`src/rtl/fdf_pkg.sv`:
```
`default_nettype none

package fdf_pkg;

  typedef enum logic [1:0] {
    KIND_TICK = 2'd0,
    KIND_PUSH = 2'd1,
    KIND_POP  = 2'd2,
    KIND_NOP  = 2'd3
  } kind_e;

  typedef struct packed {
    kind_e       kind;
    logic [31:0] value;
  } in_t;

  typedef struct packed {
    logic        has_value;
    logic [31:0] value_out;
    logic        dropped;
    logic [4:0]  occupancy;
    logic [4:0]  waiting;
  } out_t;

endpackage

`default_nettype wire

```
`src/rtl/fdf_ram.sv`:
```
`default_nettype none

module fdf_ram #(
  parameter int WIDTH = 32,
  parameter int DEPTH = 16
) (
  input  wire logic                     clk_i,
  input  wire logic                     we_i,
  input  wire logic [$clog2(DEPTH)-1:0] waddr_i,
  input  wire logic [WIDTH-1:0]         wdata_i,
  input  wire logic                     re_i,
  input  wire logic [$clog2(DEPTH)-1:0] raddr_i,
  output logic      [WIDTH-1:0]         rdata_o
);

  logic [WIDTH-1:0] mem_q [DEPTH];
  logic [WIDTH-1:0] rdata_q;

  // Read-first: a read of the entry being written returns the old contents.
  always_ff @(posedge clk_i) begin
    if (we_i) begin
      mem_q[waddr_i] <= wdata_i;
    end
    if (re_i) begin
      rdata_q <= mem_q[raddr_i];
    end
  end

  assign rdata_o = rdata_q;

endmodule

`default_nettype wire

```
`src/rtl/fixed_delay_fifo_unit.sv`:
```
// A result word is decided in the EXEC state once the result register is free, then registered.
// The block takes one input word at a time: accepting a word reads the head entry
// from the value and reveal memories, and the EXEC state then decides the release.
// A stalled output holds the EXEC state until the result register drains.
// Reset (rst_ni low, asynchronous) clears pointers, counters, tick time and delay;
// the memories are not cleared and only occupied entries are ever released.
`default_nettype none

module fixed_delay_fifo_unit #(
  parameter int DEPTH      = 16,
  parameter int VALUE_BITS = 32
) (
  input  wire logic         clk_i,
  input  wire logic         rst_ni,
  input  wire logic         in_valid_i,
  output logic              in_ready_o,
  input  wire fdf_pkg::in_t in_data_i,
  output logic              out_valid_o,
  input  wire logic         out_ready_i,
  output fdf_pkg::out_t     out_data_o,
  input  wire logic         cfg_we_i,
  input  wire logic [15:0]  cfg_wdata_i
);

  localparam int PtrW = $clog2(DEPTH);
  localparam int CntW = $clog2(DEPTH + 1);

  localparam logic ST_IDLE = 1'b0;
  localparam logic ST_EXEC = 1'b1;

  logic                  state_q, state_d;
  logic [PtrW-1:0]       head_q, head_d;
  logic [PtrW-1:0]       tail_q, tail_d;
  logic [CntW-1:0]       count_q, count_d;
  logic [CntW-1:0]       pend_q, pend_d;
  logic [31:0]           now_q, now_d;
  logic [15:0]           delay_q, delay_d;
  logic                  dropped_q, dropped_d;
  logic                  fwd_q, fwd_d;
  logic [VALUE_BITS-1:0] fwd_val_q;
  logic [31:0]           fwd_rev_q;
  logic                  out_valid_q, out_valid_d;
  fdf_pkg::out_t         out_q, out_d;

  logic                  accept;
  logic                  is_full;
  logic                  push_ok;
  logic [63:0]           wide_in;
  logic [VALUE_BITS-1:0] wr_val;
  logic [31:0]           wr_rev;
  logic [VALUE_BITS-1:0] val_rdata;
  logic [31:0]           rev_rdata;
  logic [VALUE_BITS-1:0] head_val;
  logic [31:0]           head_rev;
  logic [31:0]           diff;
  logic                  release_ok;
  logic                  out_free;
  logic [63:0]           head_wide;

  assign in_ready_o = (state_q == ST_IDLE);
  assign accept     = in_valid_i && in_ready_o;
  assign is_full    = (count_q == CntW'(DEPTH));
  assign push_ok    = accept && (in_data_i.kind == fdf_pkg::KIND_PUSH) && !is_full;
  assign wide_in    = {32'd0, in_data_i.value};
  assign wr_val     = wide_in[VALUE_BITS-1:0];
  assign wr_rev     = now_q + 32'(delay_q);

  fdf_ram #(
    .WIDTH(VALUE_BITS),
    .DEPTH(DEPTH)
  ) u_val_ram (
    .clk_i  (clk_i),
    .we_i   (push_ok),
    .waddr_i(tail_q),
    .wdata_i(wr_val),
    .re_i   (accept),
    .raddr_i(head_q),
    .rdata_o(val_rdata)
  );

  fdf_ram #(
    .WIDTH(32),
    .DEPTH(DEPTH)
  ) u_rev_ram (
    .clk_i  (clk_i),
    .we_i   (push_ok),
    .waddr_i(tail_q),
    .wdata_i(wr_rev),
    .re_i   (accept),
    .raddr_i(head_q),
    .rdata_o(rev_rdata)
  );

  // A push into an empty store writes the entry that is read as the head in the
  // same cycle, so the written word bypasses the memory.
  assign head_val   = fwd_q ? fwd_val_q : val_rdata;
  assign head_rev   = fwd_q ? fwd_rev_q : rev_rdata;
  assign diff       = now_q - head_rev;
  assign release_ok = (pend_q != '0) && (count_q != '0) && !diff[31];
  assign out_free   = !out_valid_q || out_ready_i;
  assign head_wide  = 64'(head_val);

  always_comb begin
    state_d     = state_q;
    head_d      = head_q;
    tail_d      = tail_q;
    count_d     = count_q;
    pend_d      = pend_q;
    now_d       = now_q;
    delay_d     = cfg_we_i ? cfg_wdata_i : delay_q;
    dropped_d   = dropped_q;
    fwd_d       = fwd_q;
    out_valid_d = out_valid_q && !out_ready_i;
    out_d       = out_q;

    unique case (state_q)
      ST_IDLE: begin
        if (accept) begin
          unique case (in_data_i.kind)
            fdf_pkg::KIND_TICK: begin
              now_d = now_q + 32'd1;
            end
            fdf_pkg::KIND_PUSH: begin
              if (!is_full) begin
                tail_d  = (tail_q == PtrW'(DEPTH - 1)) ? '0 : tail_q + PtrW'(1);
                count_d = count_q + CntW'(1);
              end
            end
            fdf_pkg::KIND_POP: begin
              if (pend_q != CntW'(DEPTH)) begin
                pend_d = pend_q + CntW'(1);
              end
            end
            default: begin
            end
          endcase
          dropped_d = (in_data_i.kind == fdf_pkg::KIND_PUSH) && is_full;
          fwd_d     = push_ok && (tail_q == head_q);
          state_d   = ST_EXEC;
        end
      end
      ST_EXEC: begin
        if (out_free) begin
          if (release_ok) begin
            head_d  = (head_q == PtrW'(DEPTH - 1)) ? '0 : head_q + PtrW'(1);
            count_d = count_q - CntW'(1);
            pend_d  = pend_q - CntW'(1);
          end
          out_d.has_value = release_ok;
          out_d.value_out = release_ok ? head_wide[31:0] : 32'd0;
          out_d.dropped   = dropped_q;
          out_d.occupancy = 5'(count_d);
          out_d.waiting   = 5'(pend_d);
          out_valid_d     = 1'b1;
          state_d         = ST_IDLE;
        end
      end
      default: begin
        state_d = ST_IDLE;
      end
    endcase
  end

  always_ff @(posedge clk_i or negedge rst_ni) begin
    if (!rst_ni) begin
      state_q     <= ST_IDLE;
      head_q      <= '0;
      tail_q      <= '0;
      count_q     <= '0;
      pend_q      <= '0;
      now_q       <= '0;
      delay_q     <= '0;
      dropped_q   <= 1'b0;
      fwd_q       <= 1'b0;
      out_valid_q <= 1'b0;
    end else begin
      state_q     <= state_d;
      head_q      <= head_d;
      tail_q      <= tail_d;
      count_q     <= count_d;
      pend_q      <= pend_d;
      now_q       <= now_d;
      delay_q     <= delay_d;
      dropped_q   <= dropped_d;
      fwd_q       <= fwd_d;
      out_valid_q <= out_valid_d;
    end
  end

  always_ff @(posedge clk_i) begin
    out_q <= out_d;
    if (push_ok) begin
      fwd_val_q <= wr_val;
      fwd_rev_q <= wr_rev;
    end
  end

  assign out_valid_o = out_valid_q;
  assign out_data_o  = out_q;

endmodule

`default_nettype wire

```
`config.mk`:
```
export PLATFORM = sky130hd
export DESIGN_NAME = fixed_delay_fifo_unit
export DESIGN_NICKNAME = d
export VERILOG_FILES = /design/src/rtl/fdf_pkg.sv /design/src/rtl/fdf_ram.sv /design/src/rtl/fixed_delay_fifo_unit.sv
export SDC_FILE = /design/constraint.sdc
export NUM_CORES = 1
export LEC_CHECK = 0
export BUFFER_PORTS_ARGS = -buffer_cell sky130_fd_sc_hd__buf_2
export CORE_ASPECT_RATIO = 1.2
export CORE_UTILIZATION = 40
export DETAILED_ROUTE_END_ITERATION = 10
export SYNTH_ARGS = -nofsm -noshare
export SYNTH_HDL_FRONTEND = slang
export SYNTH_SLANG_ARGS = --single-unit
```
`constraint.sdc`:
```
create_clock -name clk_i -period 17.8 [get_ports clk_i]
set_input_delay 5.34 -clock clk_i [delete_from_list [all_inputs] [get_ports clk_i]]
set_output_delay 5.34 -clock clk_i [all_outputs]
set_load 0.02 [all_outputs]
```
### After elaboration in Yosys (flattened, before gate mapping)

Memories as Yosys holds them, arrays and structs flattened. A register that Yosys moved wholly into a read port is not among the register bits.
Index checks and enable logic that the tools add are counted.

* flip-flop bits (word level): 178
* memory bits (writable): 1024
* bits of input ports: 55
* output and inout bits: 46
* word-level logic and storage cells: 89
* memories: 2

* $add $sub $neg: 9
* eq/ne operators: 13
* mux-type cells: 23
* bitwise gates (word level): 2
* reduce and logical (&&, ||, !) cells: 23

Memory list
* u_rev_ram.mem_q: depth 16, bits a word 32, rd ports 1, clocked after memory_dff 1, wr ports 1, RTL line fdf_ram.sv:16 `logic [WIDTH-1:0] mem_q [DEPTH];`
* u_val_ram.mem_q: depth 16, bits a word 32, rd ports 1, clocked after memory_dff 1, wr ports 1, RTL line fdf_ram.sv:16

Operators by type and width (number)
* 32-bit 2-to-1 mux: 2
* 5-bit 2-to-1 mux: 10
* 32-bit by 1-bit adder with 32-bit output (second input constant): 1
* 32-bit by 16-bit adder with 32-bit output: 1
* 32-bit subtractor: 1
* 5-bit case mux with 2 select lines: 2
* 4-bit AND reduction: 3
* 5-bit by 1-bit adder with 5-bit output (second input constant): 2
* 2-bit by 1-bit != test with 1-bit output (second input constant): 5
* 5-bit nonzero test: 2
* 5-bit by 1-bit subtractor with 5-bit output (second input constant): 2
* 4-bit by 1-bit adder with 4-bit output (second input constant): 2
* 4-bit == test (second input constant): 2
* 1-bit logical AND: 8
* 4-bit 2-to-1 mux: 2
* 1-bit 2-to-1 mux: 6
* 3-bit AND reduction: 2
* 5-bit == test (second input constant): 1
* 5-bit != test (second input constant): 1
* 4-bit == test: 1
* 1-bit logical NOT: 4
* 2-bit AND reduction: 2
* 2-bit by 1-bit == test with 1-bit output (second input constant): 1
* 2-bit == test (second input constant): 1
* other kinds (5): 6

### Logic depth before layout (Yosys ltp)

Gate-level depths: netlist (run 1).

* depth after elaboration: 7
* mapped depth: 15
* depth with buffers taken out: 12

### By module

From an unflattened synthesis (run 1), not the netlist that was laid out.

* cell total of the unflattened synthesis: 2441
* area total of the unflattened synthesis: 49434.9 um^2

By module, submodules not included
* fdf_ram at u_val_ram: instances 1, cells an instance 838, area each 20174.3 um^2, seq. area each 16335.7 um^2
* fdf_ram at u_rev_ram: instances 1, cells an instance 838, area each 20155.6 um^2, seq. area each 16335.7 um^2
* fixed_delay_fifo_unit: instances 1, cells an instance 765, area each 9105.0 um^2, seq. area each 4994.8 um^2

### Worst setup path after synthesis (run 1)

OpenSTA, ideal clock, no wires.

* kind: in2reg
* start point: input port in_valid_i
* end point: memory u_rev_ram.mem_q[12][0] (enable)
* library setup time: 0.427 ns
* arrival time: 10.971 ns
* data required time: 17.373 ns
* slack: 6.402 ns
* stages: 7
* buffers on the path: 1
* path through: nand2b_4 inv_1 nand3b_1 nand2b_1 inv_1 clkbuf_1 and4_1

* word-level cells in the longest chain between the ends: 5

Ends and longest elaborated chain
* start, declared: RTL line fixed_delay_fifo_unit.sv:15 `input wire logic in_valid_i,`
* 1-bit logical AND: RTL line fixed_delay_fifo_unit.sv:61 `assign accept = in_valid_i && in_ready_o;`
* named net accept: RTL line fixed_delay_fifo_unit.sv:45 `logic accept;`
* 1-bit logical AND (2 in a row): RTL line fixed_delay_fifo_unit.sv:63 `assign push_ok = accept && (in_data_i.kind == fdf_pkg::KIND_PUSH) && !is_full;`
* named net push_ok: RTL line fixed_delay_fifo_unit.sv:47 `logic push_ok;`
* 1-bit 2-to-1 mux: RTL line fdf_ram.sv:21 `if (we_i) begin`
* 1-bit 2-to-1 mux (implied by the code): RTL line fdf_ram.sv:22 `mem_q[waddr_i] <= wdata_i;`
* end, declared: RTL line fdf_ram.sv:16

The timed path passes the listed nets, and every way through them passes these cells.

### Worst setup path after layout (run 1)

* start point: input port in_valid_i
* end point: memory u_val_ram.mem_q[4][22] (enable)

* word-level cells in the longest chain between the ends: 5

Ends and longest elaborated chain (RTL line)
* 1-bit logical AND: fixed_delay_fifo_unit.sv:61
* named net accept: fixed_delay_fifo_unit.sv:45
* 1-bit logical AND (2 in a row): fixed_delay_fifo_unit.sv:63
* 1-bit 2-to-1 mux: fdf_ram.sv:21
* 1-bit 2-to-1 mux (implied by the code): fdf_ram.sv:22
* end, declared: fdf_ram.sv:16

The timed path passes the listed nets, and every way through them passes these cells.

==> qor.yml, run 1 <==
synthesis:
  synth.top_cell.area_share: 0.726
  synthXorXnorAreaFrac: 0.0142
  synth.distinct_cells: 60
  synth_top_family_by_area: "multiplexers"
  synthArstFlopShare: 0.0553
  postSynthAreaPerCell_um2: 21.9
  ys_seq_area_frac: 0.762
  synth.most_common_cell: "edfxtp_1"
  ys.flop_type: "edfxtp_1"
  synth-compound-area-share: 0.0123
  synthCells: 2257
  yosys.area.top_type: "edfxtp_1"
  netlist_area_um2: 49400
  synthMuxAreaShare: 0.163
  synth-adder-area-share: 0.0146
  syn-num-nets: 2369
  synth_top_cells_by_area: "edfxtp_1 (73%), mux4_2 (15%), dfrtp_1 (3.5%), ha_1 (1.4%), mux2i_1 (1.3%)"
  synth-edff-count: 1196
  ys_ff_latch: 1266
  synth-simple-area-share: 0.0242
  yosys_warnings: 0
  synth_commonest_cells: "edfxtp_1 (1196), mux4_2 (320), clkbuf_1 (70), dfrtp_1 (70), mux2i_1 (65)"
sta:
  final.setup.tns_ps: 0
  timing.hold.ws_ps: 456
  clock_skew_ps: 25.3
  setup_viol: 0
  slew_headroom: 0.0766
  hold_viol: 0
  fmax_mhz: 109
  fin_crit_ps: 9150
  grt_setup_unrepaired: "no"
  layout_setup_ws_ps: 8650
  finalCritPeriodShare: 0.514
  slew_violations: 0
  worst_pin_slew_ps: 1380
placed_design:
  numPortBuffers: 100
  place_hpwl_um: 57800
  place_area_um2: 52000
  place_inst: 3934
  dp_slack_ps: 7870
  gp_congestion: 0.807
detailed_routing:
  route.detailed.drc: 0
  dr.pass1.iters: 5
  wire_per_inst_um: 25.9
  viasPerCell: 5.49
  antenna_left: 0
  vias: 22899
  wl_um: 108000
  initialDrtViolationCount: 2199
critical_path:
  cp_max_fo: 64
  crit_path_start_kind: "primary input"
  crit_arrival_ps: 9490
  end_kind: "flop"
  path_class: "in -> reg"
  cp.required_ps: 18140
floorplan:
  dieArea_um2: 125000
  die_x_um: 323
  die_h_um: 387
  core-area_um2: 122000
  io_pins: 101
  start_util: 0.406
  rows: 140
cells_and_area:
  final_area_um2: 56200
  fill_cells: 10218
  area_growth_pct: 13.7
  stdcell_count: 4168
  n_antenna_cell: 0
  layout-drive-gt1-share: 0.275
  final_nets: 2550
global_routing:
  grt_pass1_wl_um: 162000
  grtUsageTotal: 0.176
  grt_pass1_vias: 24482
  overflow: 0
  grt_start_max_net_pins: 153
  antenna_found_initial: 2
clock_network:
  cts_resized: 0
  clock-sinks: 1266
  postCtsSetupRepairBufs: 0
  clockBufferDepth: 3
  postCtsHoldBufs: 0
  cts_buffers: 132
  clk_latency_ps: 740
  htreeDepth: 4
  clk_pin_slew_ps: 60
  cts_root_buf: "clkbuf_16"
  cts_tree: "yes"
power:
  p_leak_uw: 0.0185
  irDropWorstVdd_uv: 132
  p_per_area_nw_per_um2: 148
job:
  maxCapViolations: 0
outcome:
  status: "finished, final reports clean"
hold_path:
  hold_class: "reg -> reg"
[placed cells by master, fill, tap and decap left out, types with 6 or more instances in the layout]
cell type  netlist  layout
clkinv_2         0      17
mux2i_1         65      65
mux2_2          15      15
and2_4           0       8
o21ai_0         24      24
nand2_1         44      44
clkbuf_1        70      24
clkinv_1         1      31
inv_1           21      18
edfxtp_1      1196    1196
xnor2_1         52      49
clkbuf_16        0     135
nand4_1         16      16
buf_4            1      45
xor2_1          28      26
and3_1          22      18
bufinv_16        0      11
ha_1            56      56
a21oi_1         39      39
mux4_2         320     320
nand3_1         29      29
a21o_1           8       8
nor2_1          58      57
nor2b_1          6       6
inv_6            0       8
and2_1          14       6
buf_2            3      99
dfrtp_1         70      65
nor3_1           7       7
[through the flow]
stage / util / power [uW]
floorplan: - / 5130
global placement: 0.427 / 5700
detailed placement: 0.427 / 5740
CTS: 0.461 / 8410
global route: 0.461 / 8650
finish: 0.461 / 8310
[per-layer routing]
metal | track usage | up-vias | routed length, um
met1 | 0.247 | 12316 | 46800
met3 | 0.0325 | 145 | 5610
met4 | 0.0418 | 2 | 1820
met2 | 0.286 | 693 | 53800
met5 | 0 | - | 12
li1 | - | 9743 | -
[flip-flops by register name, indices dropped and copies added (netlist names)]
| register | cells |
|---|---|
| u_val_ram.mem_q | 512 |
| u_val_ram.rdata_o | 32 |
| tail_q | 4 |
| out_data_o | 44 |
| out_valid_o | 1 |
| u_rev_ram.mem_q | 512 |
| now_q | 32 |
| count_q | 5 |
| delay_q | 16 |
| state_q | 1 |
| fwd_val_q | 32 |
| u_rev_ram.rdata_o | 32 |
| fwd_rev_q | 32 |
| pend_q | 5 |
| head_q | 4 |
| fwd_q | 1 |
| dropped_q | 1 |
[cell families after synthesis]
group	Yosys count
flops	1266
mux	402
simple gates	230
buf+inv	122
compound gates	100
xor+xnor	80
fa+ha+maj	57
[path summary, 6_finish.rpt]
path | from | endpoint | slack (ps) | cells after the start
worst max-delay path | in_valid_i | u_val_ram.mem_q[4][22] | 8650 | 11
worst min-delay path | dropped_q | out_data_o[10] | 460 | 0
worst max register to register | fwd_q | head_q[2] | 12300 | 13
worst min register to register | dropped_q | out_data_o[10] | 460 | 0
max in group asynchronous | rst_ni | head_q[2] | 12330 | 1
min in group asynchronous | rst_ni | delay_q[1] | 4740 | 1
[critical path, cell delays in order]
cell and delay [ps]:
buf_2 110, nand2b_4 90, clkinv_2 460, nand3b_1 160, nand2b_1 410, inv_4 530, buf_4 780, nand2_1 160
nor2_1 300, and2_4 190, buf_4 880
[area by class of cell]
type,instances,area [um2],share of cell area
sequential,1266,37700,0.670
timing repair buffer,146,873,0.0155
multi-input combinational,869,11400,0.202
clock buffer,159,3470,0.0617
clock inverter,72,686,0.0122
inverter,23,92.6,0.00165
tap,1633,2040,0.0363
[where the power goes]
group	internal (uW)	total (uW)	switching [uW]
Combinational	875	1870	996
Sequential	3580	3770	190
Clock	1550	2670	1120
Power figures use the tool's default switching activity.
==> run 2, diff against run 1 <==
==> constraint.sdc (replaced) <==
create_clock -name clk_i -period 8.35 [get_ports clk_i]
set_input_delay 2.505 -clock clk_i [delete_from_list [all_inputs] [get_ports clk_i]]
set_output_delay 2.505 -clock clk_i [all_outputs]
set_load 0.02 [all_outputs]
==> qor.yml, run 2 (synthesis gave the netlist of run 1 again) <==
clock_network:
  cts_root_buf: "clkbuf_16"
  clock-sinks: 1266  # unchanged
  clk_latency_ps: 720  # -20 ps
  cts_buffers: 121  # -8.3%
  postCtsSetupRepairBufs: 0  # unchanged
  cts_tree: "yes"
  clk_pin_slew_ps: 60  # about the same
  cts_resized: 0  # unchanged
  clockBufferDepth: 3  # unchanged
  postCtsHoldBufs: 0  # unchanged
  htreeDepth: 3  # -1
placed_design:
  gp_congestion: 0.775  # -4.0%
  place_inst: 3933  # -0.025%
  place_hpwl_um: 59700  # +3.2%
  numPortBuffers: 100  # unchanged
outcome:
  status: "finished, final reports clean"
cells_and_area:
  final_common_cell: "edfxtp_1"
  n_antenna_cell: 0  # unchanged
  layout-drive-gt1-share: 0.276  # +0.000435
  stdcell_count: 4164  # -0.096%
  fill_cells: 10158  # -0.59%
  most-common-layout-cells: "edfxtp_1 (1196), mux4_2 (320), clkbuf_16 (122)"
  final_nets: 2537  # -0.51%
  area_growth_pct: 13.5
sta:
  setup_viol: 0  # unchanged
  fmax_mhz: 183
  slew_headroom: 0.0177  # -0.0589
  final.setup.tns_ps: 0  # unchanged
  slew_violations: 0  # unchanged
  clock_skew_ps: 29.8  # +4.54 ps
  hold_viol: 0  # unchanged
  fin_crit_ps: 5450
  worst_pin_slew_ps: 1470  # +88.0 ps
  finalCritPeriodShare: 0.653
  grt_setup_unrepaired: "no"
global_routing:
  grt_start_max_net_pins: 145  # -5.2%
  overflow: 0  # unchanged
  grtUsageMet2: 0.285  # -0.00105
  grt_pass1_vias: 24146  # -1.4%
  grtUsageTotal: 0.174  # -0.00235
  top_usage_layer: "met2"
  antenna_found_initial: 4  # +2
  grt_pass1_wl_um: 160000  # -0.99%
  use_met1: 0.243  # -0.00446
  gr-usage-met3: 0.0324  # -0.000105
floorplan:
  io_pins: 101  # unchanged
  core-area_um2: 122000  # unchanged
  die_x_um: 323  # unchanged
  die_h_um: 387  # unchanged
  rows: 140  # unchanged
  dieArea_um2: 125000  # unchanged
  start_util: 0.406  # unchanged
power:
  p_per_area_nw_per_um2: 313  # +110%
  irDropWorstVdd_uv: 319  # +140%
  p_leak_uw: 0.0184  # -0.21%
hold_path:
  hold_class: "reg -> reg"
  holdCritStartpoint: "dropped_q"
critical_path:
  cp.required_ps: 8680  # -9460 ps
  cp.buffers_inverters: 4  # -1
  path_class: "in -> reg"
  crit_start: "in_valid_i"
  end_kind: "flop"
  r2r_setup_slack_ps: 3050  # -9250 ps
  cp_max_fo: 42  # -34%
  crit_path_start_kind: "primary input"
  timing.rr.start: "fwd_q"
  slowest_stage: "buf_4"
  crit_arrival_ps: 5780  # -3710 ps
  crit_chain: "buf_2 -> nand2b_4 -> clkinv_2 -> nand3b_1 -> nand2b_1 -> inv_4 -> nand2_1 -> nor2_1 -> and2_4 -> buf_4"
  critical_path.top_delay_family: "buffers and inverters"
  slowest_delay_ps: 690  # -190 ps
detailed_routing:
  vias: 22660  # -1.0%
  wl_um: 107000  # -1.1%
  dr.pass1.iters: 7  # +2
  route.detailed.drc: 0  # unchanged
  initialDrtViolationCount: 2156  # -2.0%
  antenna_left: 0  # unchanged
  viasPerCell: 5.44  # -0.95%
  wire_per_inst_um: 25.7  # -1.0%
job:
  maxCapViolations: 0  # unchanged
[run 2: cell types whose count changed in the layout (fill, tap and decap cells not counted), sizes merged]
cell and delta:
buf -2, clkbuf -21, bufinv +7, clkinvlp +2
clkinv +10
[run 2: metal layers]
metal  vias to the layer above  wire, um
met5                         -        31
met4                         4      1680
met3                       120      6240
met2                       630     53100
met1                     12191     45800
li1                       9715         -
[run 2: worst reg2reg max path, cell delays in order (launching register included)]
cell      delay [ps]
dfrtp_4         1050
buf_4            590
mux2i_1          260
ha_1             270
a21oi_1          130
o21ai_0          120
a221o_1          350
o311ai_1         630
mux2i_1          290
or2_1            320
nand2_4          490
nor2_2           350
mux2_1           350
[run 2: final cells by class]
| cell class | count | area (um2) | area share |
|---|---|---|---|
| sequential | 1266 | 37700 | 0.672 |
| timing repair buffer | 144 | 858 | 0.0153 |
| tap | 1633 | 2040 | 0.0364 |
| multi-input combinational | 869 | 11400 | 0.203 |
| clock buffer | 138 | 3110 | 0.0555 |
| inverter | 23 | 92.6 | 0.00165 |
| clock inverter | 91 | 931 | 0.0166 |
[run 2: power breakdown]
| part | internal [uW] | total [uW] | switching (uW) |
|---|---|---|---|
| Clock | 3230 | 5580 | 2350 |
| Combinational | 1870 | 3910 | 2050 |
| Sequential | 7630 | 8090 | 457 |
| Total | 12700 | 17600 | 4850 |
[run 2: final timing paths]
path                       cells past startpoint                     end
max reg2reg                                   12               head_q[1]
min reg2reg                                    0          out_data_o[10]
max                                           10  u_val_ram.mem_q[7][26]
min                                            0          out_data_o[10]
max in group asynchronous                      1                   fwd_q
min in group asynchronous                      1              delay_q[2]
[run 2: metrics by stage]
step	hold WS, ps	worst slack [ps]	util	power, uW	cell area, um2
floorplan	425	850	-	10900	49400
CTS	501	2900	0.460	17800	56100
global placement	488	2190	0.427	12200	52000
finish	494	2900	0.460	17600	56100
detailed placement	480	2130	0.427	12200	52000
global route	507	2750	0.460	18300	56100
